$ cat config.mk
export PLATFORM = sky130hd
export DESIGN_NAME = prefixed_command_line_parser_core_flat
export DESIGN_NICKNAME = d
export VERILOG_FILES = /design/src/design/pclp_pkg.sv /design/src/design/pclp_if.sv /design/src/design/pclp_in_stage.sv /design/src/design/pclp_parse.sv /design/src/design/prefixed_command_line_parser_core.sv /design/src/flat_wrapper.sv
export SDC_FILE = /design/constraint.sdc
export NUM_CORES = 1
export LEC_CHECK = 0
export BUFFER_PORTS_ARGS = -buffer_cell sky130_fd_sc_hd__buf_2
export CAP_MARGIN = 20
export CELL_PAD_IN_SITES_DETAIL_PLACEMENT = 2
export CELL_PAD_IN_SITES_GLOBAL_PLACEMENT = 2
export CORE_MARGIN = 2
export CORE_UTILIZATION = 37
export CTS_CLUSTER_SIZE = 8
export DETAILED_ROUTE_END_ITERATION = 16
export PLACE_DENSITY_LB_ADDON = 0.15
export SYNTH_ARGS = -nofsm -noshare
export SYNTH_HDL_FRONTEND = slang
export SYNTH_HIERARCHICAL = 1
export SYNTH_SLANG_ARGS = --single-unit
export TNS_END_PERCENT = 5
$ cat constraint.sdc
create_clock -name clk -period 3.3 [get_ports clk]
set_input_delay 0.66 -clock clk [delete_from_list [all_inputs] [get_ports clk]]
set_output_delay 0.66 -clock clk [all_outputs]
set_load 0.005 [all_outputs]
$ cat src/design/pclp_pkg.sv
// Package for the prefixed command line parser: character codes, command
// table, shared types and the per-byte match functions.
// No dependencies.
package pclp_pkg;

	localparam int NumCmds   = 5;
	localparam int CmdMaxLen = 10;
	localparam int TextLenW  = 5;
	localparam int IdxW      = $clog2(CmdMaxLen);
	localparam int CmdW      = 3;

	typedef logic [7:0]          byte_t;
	typedef logic [TextLenW-1:0] len_t;
	typedef logic [NumCmds-1:0]  flags_t;

	localparam len_t   LenSat   = len_t'((1 << TextLenW) - 1);
	localparam flags_t FlagsAll = '1;

	localparam byte_t ChB     = "b";
	localparam byte_t ChT     = "t";
	localparam byte_t ChColon = ":";
	localparam byte_t ChCr    = 8'h0D;
	localparam byte_t ChLf    = 8'h0A;
	localparam byte_t ChNul   = 8'h00;

	typedef enum logic [CmdW-1:0] {
		CMD_UNKNOWN   = 3'd0,
		CMD_POWER_ON  = 3'd1,
		CMD_POWER_OFF = 3'd2,
		CMD_MEASURE   = 3'd3,
		CMD_SETUP_INI = 3'd4,
		CMD_SETUP_ACK = 3'd5
	} cmd_t;

	// Command text after the "bt:" prefix, zero padded.
	localparam byte_t CMD_TEXT [NumCmds][CmdMaxLen] = '{
		'{"p", "o", "w", "e", "r", "=", "o", "n", ChNul, ChNul},
		'{"p", "o", "w", "e", "r", "=", "o", "f", "f", ChNul},
		'{"m", "e", "a", "s", "u", "r", "e", ChNul, ChNul, ChNul},
		'{"s", "e", "t", "u", "p", "=", "i", "n", "i", "t"},
		'{"s", "e", "t", "u", "p", "=", "a", "c", "k", ChNul}
	};
	localparam len_t CMD_LEN [NumCmds] = '{5'd8, 5'd9, 5'd7, 5'd10, 5'd9};

	// Beat handed from the input register to the parser.
	typedef struct packed {
		logic  valid;
		byte_t rx_byte;
	} pclp_beat_t;

	// Drop every command whose next character is not ch.
	function automatic flags_t flags_next(flags_t flags, len_t len, byte_t ch);
		flags_t         f;
		logic [IdxW-1:0] idx;
		f   = flags;
		idx = (len < len_t'(CmdMaxLen)) ? len[IdxW-1:0] : '0;
		for (int k = 0; k < NumCmds; k++) begin
			if (!(len < CMD_LEN[k] && CMD_TEXT[k][idx] == ch))
				f[k] = 1'b0;
		end
		return f;
	endfunction

	// Lowest-numbered command still matching at full length wins.
	function automatic cmd_t cmd_pick(flags_t flags, len_t len);
		cmd_t c;
		c = CMD_UNKNOWN;
		for (int k = NumCmds - 1; k >= 0; k--) begin
			if (flags[k] && len == CMD_LEN[k])
				c = cmd_t'(k + 1);
		end
		return c;
	endfunction

endpackage

$ cat src/design/pclp_if.sv
// Valid/ready stream interfaces for the received byte and the parse result.
// Depends on pclp_pkg.
interface pclp_byte_if;
	logic            valid;
	logic            ready;
	pclp_pkg::byte_t rx_byte;

	modport source (output valid, rx_byte, input ready);
	modport sink   (input valid, rx_byte, output ready);
endinterface

interface pclp_res_if;
	logic            valid;
	logic            ready;
	pclp_pkg::byte_t echo_byte;
	logic            line_done;
	logic [2:0]      command;

	modport source (output valid, echo_byte, line_done, command, input ready);
	modport sink   (input valid, echo_byte, line_done, command, output ready);
endinterface

$ cat src/design/pclp_in_stage.sv
// Input register stage: captures one received byte per beat.
// Depends on pclp_pkg and pclp_if.
module pclp_in_stage (
	input  logic                clk,
	input  logic                arst_n,
	pclp_byte_if.sink           in_ch,
	input  logic                take,
	output pclp_pkg::pclp_beat_t beat_s1
);
	import pclp_pkg::*;

	logic  valid_s1;
	byte_t byte_s1;

	// Accept when empty or when the held beat moves on this cycle.
	assign in_ch.ready = !valid_s1 || take;

	always_ff @(posedge clk or negedge arst_n) begin
		if (!arst_n) begin
			valid_s1 <= 1'b0;
		end else if (in_ch.ready) begin
			valid_s1 <= in_ch.valid;
		end
	end

	always_ff @(posedge clk) begin
		if (in_ch.valid && in_ch.ready)
			byte_s1 <= in_ch.rx_byte;
	end

	assign beat_s1 = '{valid: valid_s1, rx_byte: byte_s1};
endmodule

$ cat src/design/pclp_parse.sv
// Prefix hunt, per-command match flags and result register.
// Depends on pclp_pkg and pclp_if.
module pclp_parse (
	input  logic                 clk,
	input  logic                 arst_n,
	input  pclp_pkg::pclp_beat_t beat_s1,
	output logic                 take,
	pclp_res_if.source           out_ch
);
	import pclp_pkg::*;

	typedef enum logic [1:0] {
		ST_WAIT_B,
		ST_WAIT_T,
		ST_WAIT_COLON,
		ST_TEXT
	} state_t;

	state_t state_q, state_nxt;
	len_t   len_q, len_nxt;
	flags_t flags_q, flags_nxt;
	logic   done_nxt;
	cmd_t   cmd_nxt;

	logic  res_valid_q;
	byte_t echo_q;
	logic  done_q;
	cmd_t  cmd_q;

	byte_t  ch;
	state_t restart;

	assign ch      = beat_s1.rx_byte;
	assign restart = (ch == ChB) ? ST_WAIT_T : ST_WAIT_B;
	assign take    = beat_s1.valid && (!res_valid_q || out_ch.ready);

	always_comb begin
		state_nxt = state_q;
		len_nxt   = len_q;
		flags_nxt = flags_q;
		done_nxt  = 1'b0;
		cmd_nxt   = CMD_UNKNOWN;
		unique case (state_q)
			ST_WAIT_B: begin
				state_nxt = restart;
			end
			ST_WAIT_T: begin
				state_nxt = (ch == ChT) ? ST_WAIT_COLON : restart;
			end
			ST_WAIT_COLON: begin
				if (ch == ChColon) begin
					state_nxt = ST_TEXT;
					len_nxt   = '0;
					flags_nxt = FlagsAll;
				end else begin
					state_nxt = restart;
				end
			end
			ST_TEXT: begin
				if (ch == ChCr || ch == ChLf) begin
					done_nxt  = 1'b1;
					cmd_nxt   = cmd_pick(flags_q, len_q);
					state_nxt = ST_WAIT_B;
				end else begin
					flags_nxt = flags_next(flags_q, len_q, ch);
					// saturate so overlong lines stay unknown
					if (len_q != LenSat)
						len_nxt = len_q + len_t'(1);
				end
			end
			default: state_nxt = ST_WAIT_B;
		endcase
	end

	always_ff @(posedge clk or negedge arst_n) begin
		if (!arst_n) begin
			state_q     <= ST_WAIT_B;
			len_q       <= '0;
			flags_q     <= FlagsAll;
			res_valid_q <= 1'b0;
			echo_q      <= '0;
			done_q      <= 1'b0;
			cmd_q       <= CMD_UNKNOWN;
		end else begin
			if (take) begin
				state_q     <= state_nxt;
				len_q       <= len_nxt;
				flags_q     <= flags_nxt;
				res_valid_q <= 1'b1;
				echo_q      <= ch;
				done_q      <= done_nxt;
				cmd_q       <= cmd_nxt;
			end else if (out_ch.ready) begin
				res_valid_q <= 1'b0;
			end
		end
	end

	assign out_ch.valid     = res_valid_q;
	assign out_ch.echo_byte = echo_q;
	assign out_ch.line_done = done_q;
	assign out_ch.command   = cmd_q;
endmodule

$ cat src/design/prefixed_command_line_parser_core.sv
// Path: an accepted byte passes the input register, then the result register.
// Throughput: one byte per cycle while the output is not stalled; both
// registers advance together when a beat is taken, so under output
// backpressure the input side keeps taking beats while room exists.
// Reset: arst_n clears both valid flags and returns the parser to the prefix
// hunt with length zero and all match flags set.
module prefixed_command_line_parser_core (
	input  logic       clk,
	input  logic       arst_n,
	pclp_byte_if.sink  in_ch,
	pclp_res_if.source out_ch
);
	import pclp_pkg::*;

	pclp_beat_t beat_s1;
	logic       take;

	pclp_in_stage u_in_stage (
		.clk     (clk),
		.arst_n  (arst_n),
		.in_ch   (in_ch),
		.take    (take),
		.beat_s1 (beat_s1)
	);

	pclp_parse u_parse (
		.clk     (clk),
		.arst_n  (arst_n),
		.beat_s1 (beat_s1),
		.take    (take),
		.out_ch  (out_ch)
	);
endmodule

$ cat src/flat_wrapper.sv
// flat-port wrapper written by rule: the top's interface ports become plain ports
module prefixed_command_line_parser_core_flat import pclp_pkg::*;
  (clk, arst_n, in_ch_valid, in_ch_rx_byte, in_ch_ready, out_ch_valid, out_ch_echo_byte, out_ch_line_done, out_ch_command, out_ch_ready);
  pclp_byte_if in_ch_i ();
  pclp_res_if out_ch_i ();
  input  logic clk;
  input  logic arst_n;
  input wire logic [$bits(in_ch_i.valid)-1:0] in_ch_valid;
  input wire logic [$bits(in_ch_i.rx_byte)-1:0] in_ch_rx_byte;
  output wire logic [$bits(in_ch_i.ready)-1:0] in_ch_ready;
  output wire logic [$bits(out_ch_i.valid)-1:0] out_ch_valid;
  output wire logic [$bits(out_ch_i.echo_byte)-1:0] out_ch_echo_byte;
  output wire logic [$bits(out_ch_i.line_done)-1:0] out_ch_line_done;
  output wire logic [$bits(out_ch_i.command)-1:0] out_ch_command;
  input wire logic [$bits(out_ch_i.ready)-1:0] out_ch_ready;
  assign in_ch_i.valid = in_ch_valid;
  assign in_ch_i.rx_byte = in_ch_rx_byte;
  assign in_ch_ready = in_ch_i.ready;
  assign out_ch_valid = out_ch_i.valid;
  assign out_ch_echo_byte = out_ch_i.echo_byte;
  assign out_ch_line_done = out_ch_i.line_done;
  assign out_ch_command = out_ch_i.command;
  assign out_ch_i.ready = out_ch_ready;
  prefixed_command_line_parser_core u_core (.clk(clk), .arst_n(arst_n), .in_ch(in_ch_i), .out_ch(out_ch_i));
endmodule
==> results.yml <==
cells_and_area:
  nets: 313
  final_cell_mix: "25 x buf_2, 21 x dfrtp_1, 19 x nand2_1"
  seq_area_um2: 897.1
  areaGrowthSynthToFinish_pct: 11.16
  fillers: 772
  fin_area_um2: 2793
  multi_input_area_um2: 1478
  layout_commonest_cell: "buf_2"
  diodes: 0
  layout-drive-gt1-share_pct: 23.29
drt:
  via_count: 2140
  ant_nets: 0
  wirelength_mm: 7.530
  drc: 0
  viasPerCell: 5.753
  drt-pass1-iter-count: 4
  wl_per_cell_um: 20.24
  detail_route.iter0.violations: 75
placement:
  dp_hpwl_mm: 5.577
  gp_congestion: 0.9384
  io_buffers: 25
  dpl-instance-area_um2: 2694
critical_path:
  cp_max_fo: 8
  path_cells: "nor2_2 > nand2_1 > ha_1 > or4b_1 > nand4b_1 > xnor2_1 > nor3b_2 > a31oi_1 > o21ai_1"
  slowest_stage: "or4b_1"
  timing.rr.end: "u_core/u_parse/flags_q[0]"
  path_class: "register to register"
  ff2ff_setup_slack_ps: 540
  cp-startpoint: "u_core/u_parse/len_q[4]"
  timing.rr.start: "u_core/u_parse/len_q[4]"
  rr_worst_depth: 9
  crit_path_max_incr_delay_ps: 520
  arrival_ps: 2970
  cp.required_ps: 3510
  start_kind: "register"
  endpoint: "u_core/u_parse/flags_q[0]"
  critPathCaptureType: "register"
cts:
  clk_path_buf_depth: 2
  hold_buffers: 0
  cts_sinks: 34
  h-tree-depth: 2
  cts_tree: "yes"
  insertion_delay_ps: 290
  postCtsSetupRepairBufs: 0
  cts_repair_resize_count: 0
  clkTransAtPathRegs_ps: 80
  numCtsBuffers: 5
  root_buffer: "clkbuf_8"
yosys:
  avgSynthCellArea_um2: 9.271
  synthFlopType: "dfrtp_1"
  synth_edf_count: 8
  synthMuxAreaShare_pct: 3.586
  synth_adder_area_share_pct: 4.980
  synth.top_cell.area_share_pct: 20.92
  netlist_area_um2: 2512
  yosysTopAreaCell: "dfrtp_1"
  synth.area.top_cells: "dfrtp_1 21%, edfxtp_1 9.6%, dfstp_2 5.2%, ha_1 5.0%, xnor2_1 4.2%"
  syn_inst: 271
  ys_types: 64
  syn_nets: 293
  yosysWarnings: 6
  synth_xor_area_share_pct: 8.018
  synth_top_family_by_area: "simple AND/OR/NAND/NOR gates"
  synthSimpleGateAreaFrac_pct: 27.14
  synth-compound-area-share_pct: 15.09
  synthArstFlopShare_pct: 76.47
  ys_seq_area_share_pct: 35.71
  synth-seq-cells: 34
floorplanning:
  die_area_um2: 7466
  core.rowCount: 30
  fp.dieW_um: 86.41
  core_area_um2: 6681
  start_util_pct: 37.60
  pin_count: 26
  die_y_um: 86.41
global_routing:
  grt_pass1_vias: 2359
  grt_use_total_pct: 22.07
  grt_max_degree: 30
  antenna_found_initial: 0
  gr-total-overflow: 0
  grt_pass1_wl_mm: 12.61
timing:
  final_max_slew_viol_count: 0
  hold_violations: 0
  min_period_ps: 2762
  setup_violations: 0
  finalSetupTns_ps: 0
  skew_ps: 9.998
  rsz0062_at_grt: "no"
  finalCritPeriodShare_pct: 83.71
  max_freq_mhz: 362.0
  worst_pin_slew_ps: 633.2
  slew_headroom_pct: 57.79
run_status:
  outcome: "completed"
power:
  p_leak_nw: 1.195
  ir_drop_mv: 0.2421
  powerDensity_nw_per_um2: 401.6
min_path:
  holdCritPathClass: "input port to async pin"
job:
  max_cap_violations: 0
[state kept, by name, indices dropped and copies added, names as in the netlist]
signal and cells:
u_core/u_parse/out_ch.echo_byte 8, u_core/u_parse/len_q 5, u_core/u_parse/state_q 2, u_core/u_parse/out_ch.command 3, u_core/u_parse/out_ch.valid 1, u_core/u_in_stage/valid_s1 1, u_core/u_parse/out_ch.line_done 1, u_core/u_parse/flags_q 5
u_core/u_in_stage/byte_s1 8
[Yosys cell counts, types with 7 or more instances]
master    instances
a21oi_1          11
buf_2            11
dfrtp_1          21
edfxtp_1          8
ha_1             10
inv_1             9
mux2_2            8
nand2_1          19
nand3_1          13
nor2_1           17
nor2b_1           8
nor3_1            7
o21ai_0          13
xnor2_1          12
xor2_1           11
[area by class of cell]
cell class                 count  share of cell area, %
multi-input combinational    208                  52.91
timing repair buffer          33                  6.631
tap                           80                  3.584
inverter                       9                  1.210
clock buffer                   6                  2.957
clock inverter                 2                 0.5824
sequential                    34                  32.12
[worst min-delay path by stage]
stage | endpoint | slack [ps] | depth (start not counted)
finish | u_core/u_parse/out_ch.line_done | 390 | 1
global route | u_core/u_parse/out_ch.line_done | 420 | 1
global placement | u_core/u_parse/out_ch.line_done | 460 | 2
CTS | u_core/u_parse/len_q[3] | 400 | 1
detailed placement | u_core/u_parse/out_ch.line_done | 460 | 2
floorplan | u_core/u_in_stage/valid_s1 | 360 | 0
[power by group]
group	internal (mW)	leakage [nW]	switching (mW)
Clock	0.172	0.0478	0.174
Combinational	0.123	0.769	0.135
Sequential	0.472	0.378	0.0468
[worst max-delay path, delay by kind of cell (launching register included)]
kind	cells	cell delay (ps)
compound gates	2	250
simple gates	5	1470
flops	1	490
fa+ha+maj	1	390
xor+xnor	1	80
[cells by family (layout without fill, tap and decap cells)]
kind of cell | Yosys count | count (layout)
AOI/OAI and AO/OA | 55 | 55
xor gates and xnor gates | 23 | 23
adders and majority gates | 10 | 10
buffers and inverters | 29 | 50
DFF | 34 | 34
muxes | 8 | 8
and+or+nand+nor | 112 | 112
[per-layer routing]
layer / GRT usage [%] / routed length, µm
met1: 28.22 / 3433
met2: 38.88 / 3842
met3: 3.429 / 177
met4: 5.540 / 76
met5: 0 / 0
[through the flow]
stage	util [%]	hold slack, ps	worst slack (ps)	cells	total power [mW]
2_1_floorplan	-	364.4	590.0	271	0.6947
3_3_place_gp	40.32	458.8	756.1	364	0.7785
3_5_place_dp	40.32	464.7	605.6	364	0.7859
4_1_cts	41.80	398.4	564.6	372	1.140
5_1_grt	41.80	417.8	312.9	372	1.183
6_report	41.80	387.9	537.7	372	1.122
No activity file was read; power rests on OpenSTA's default activity.
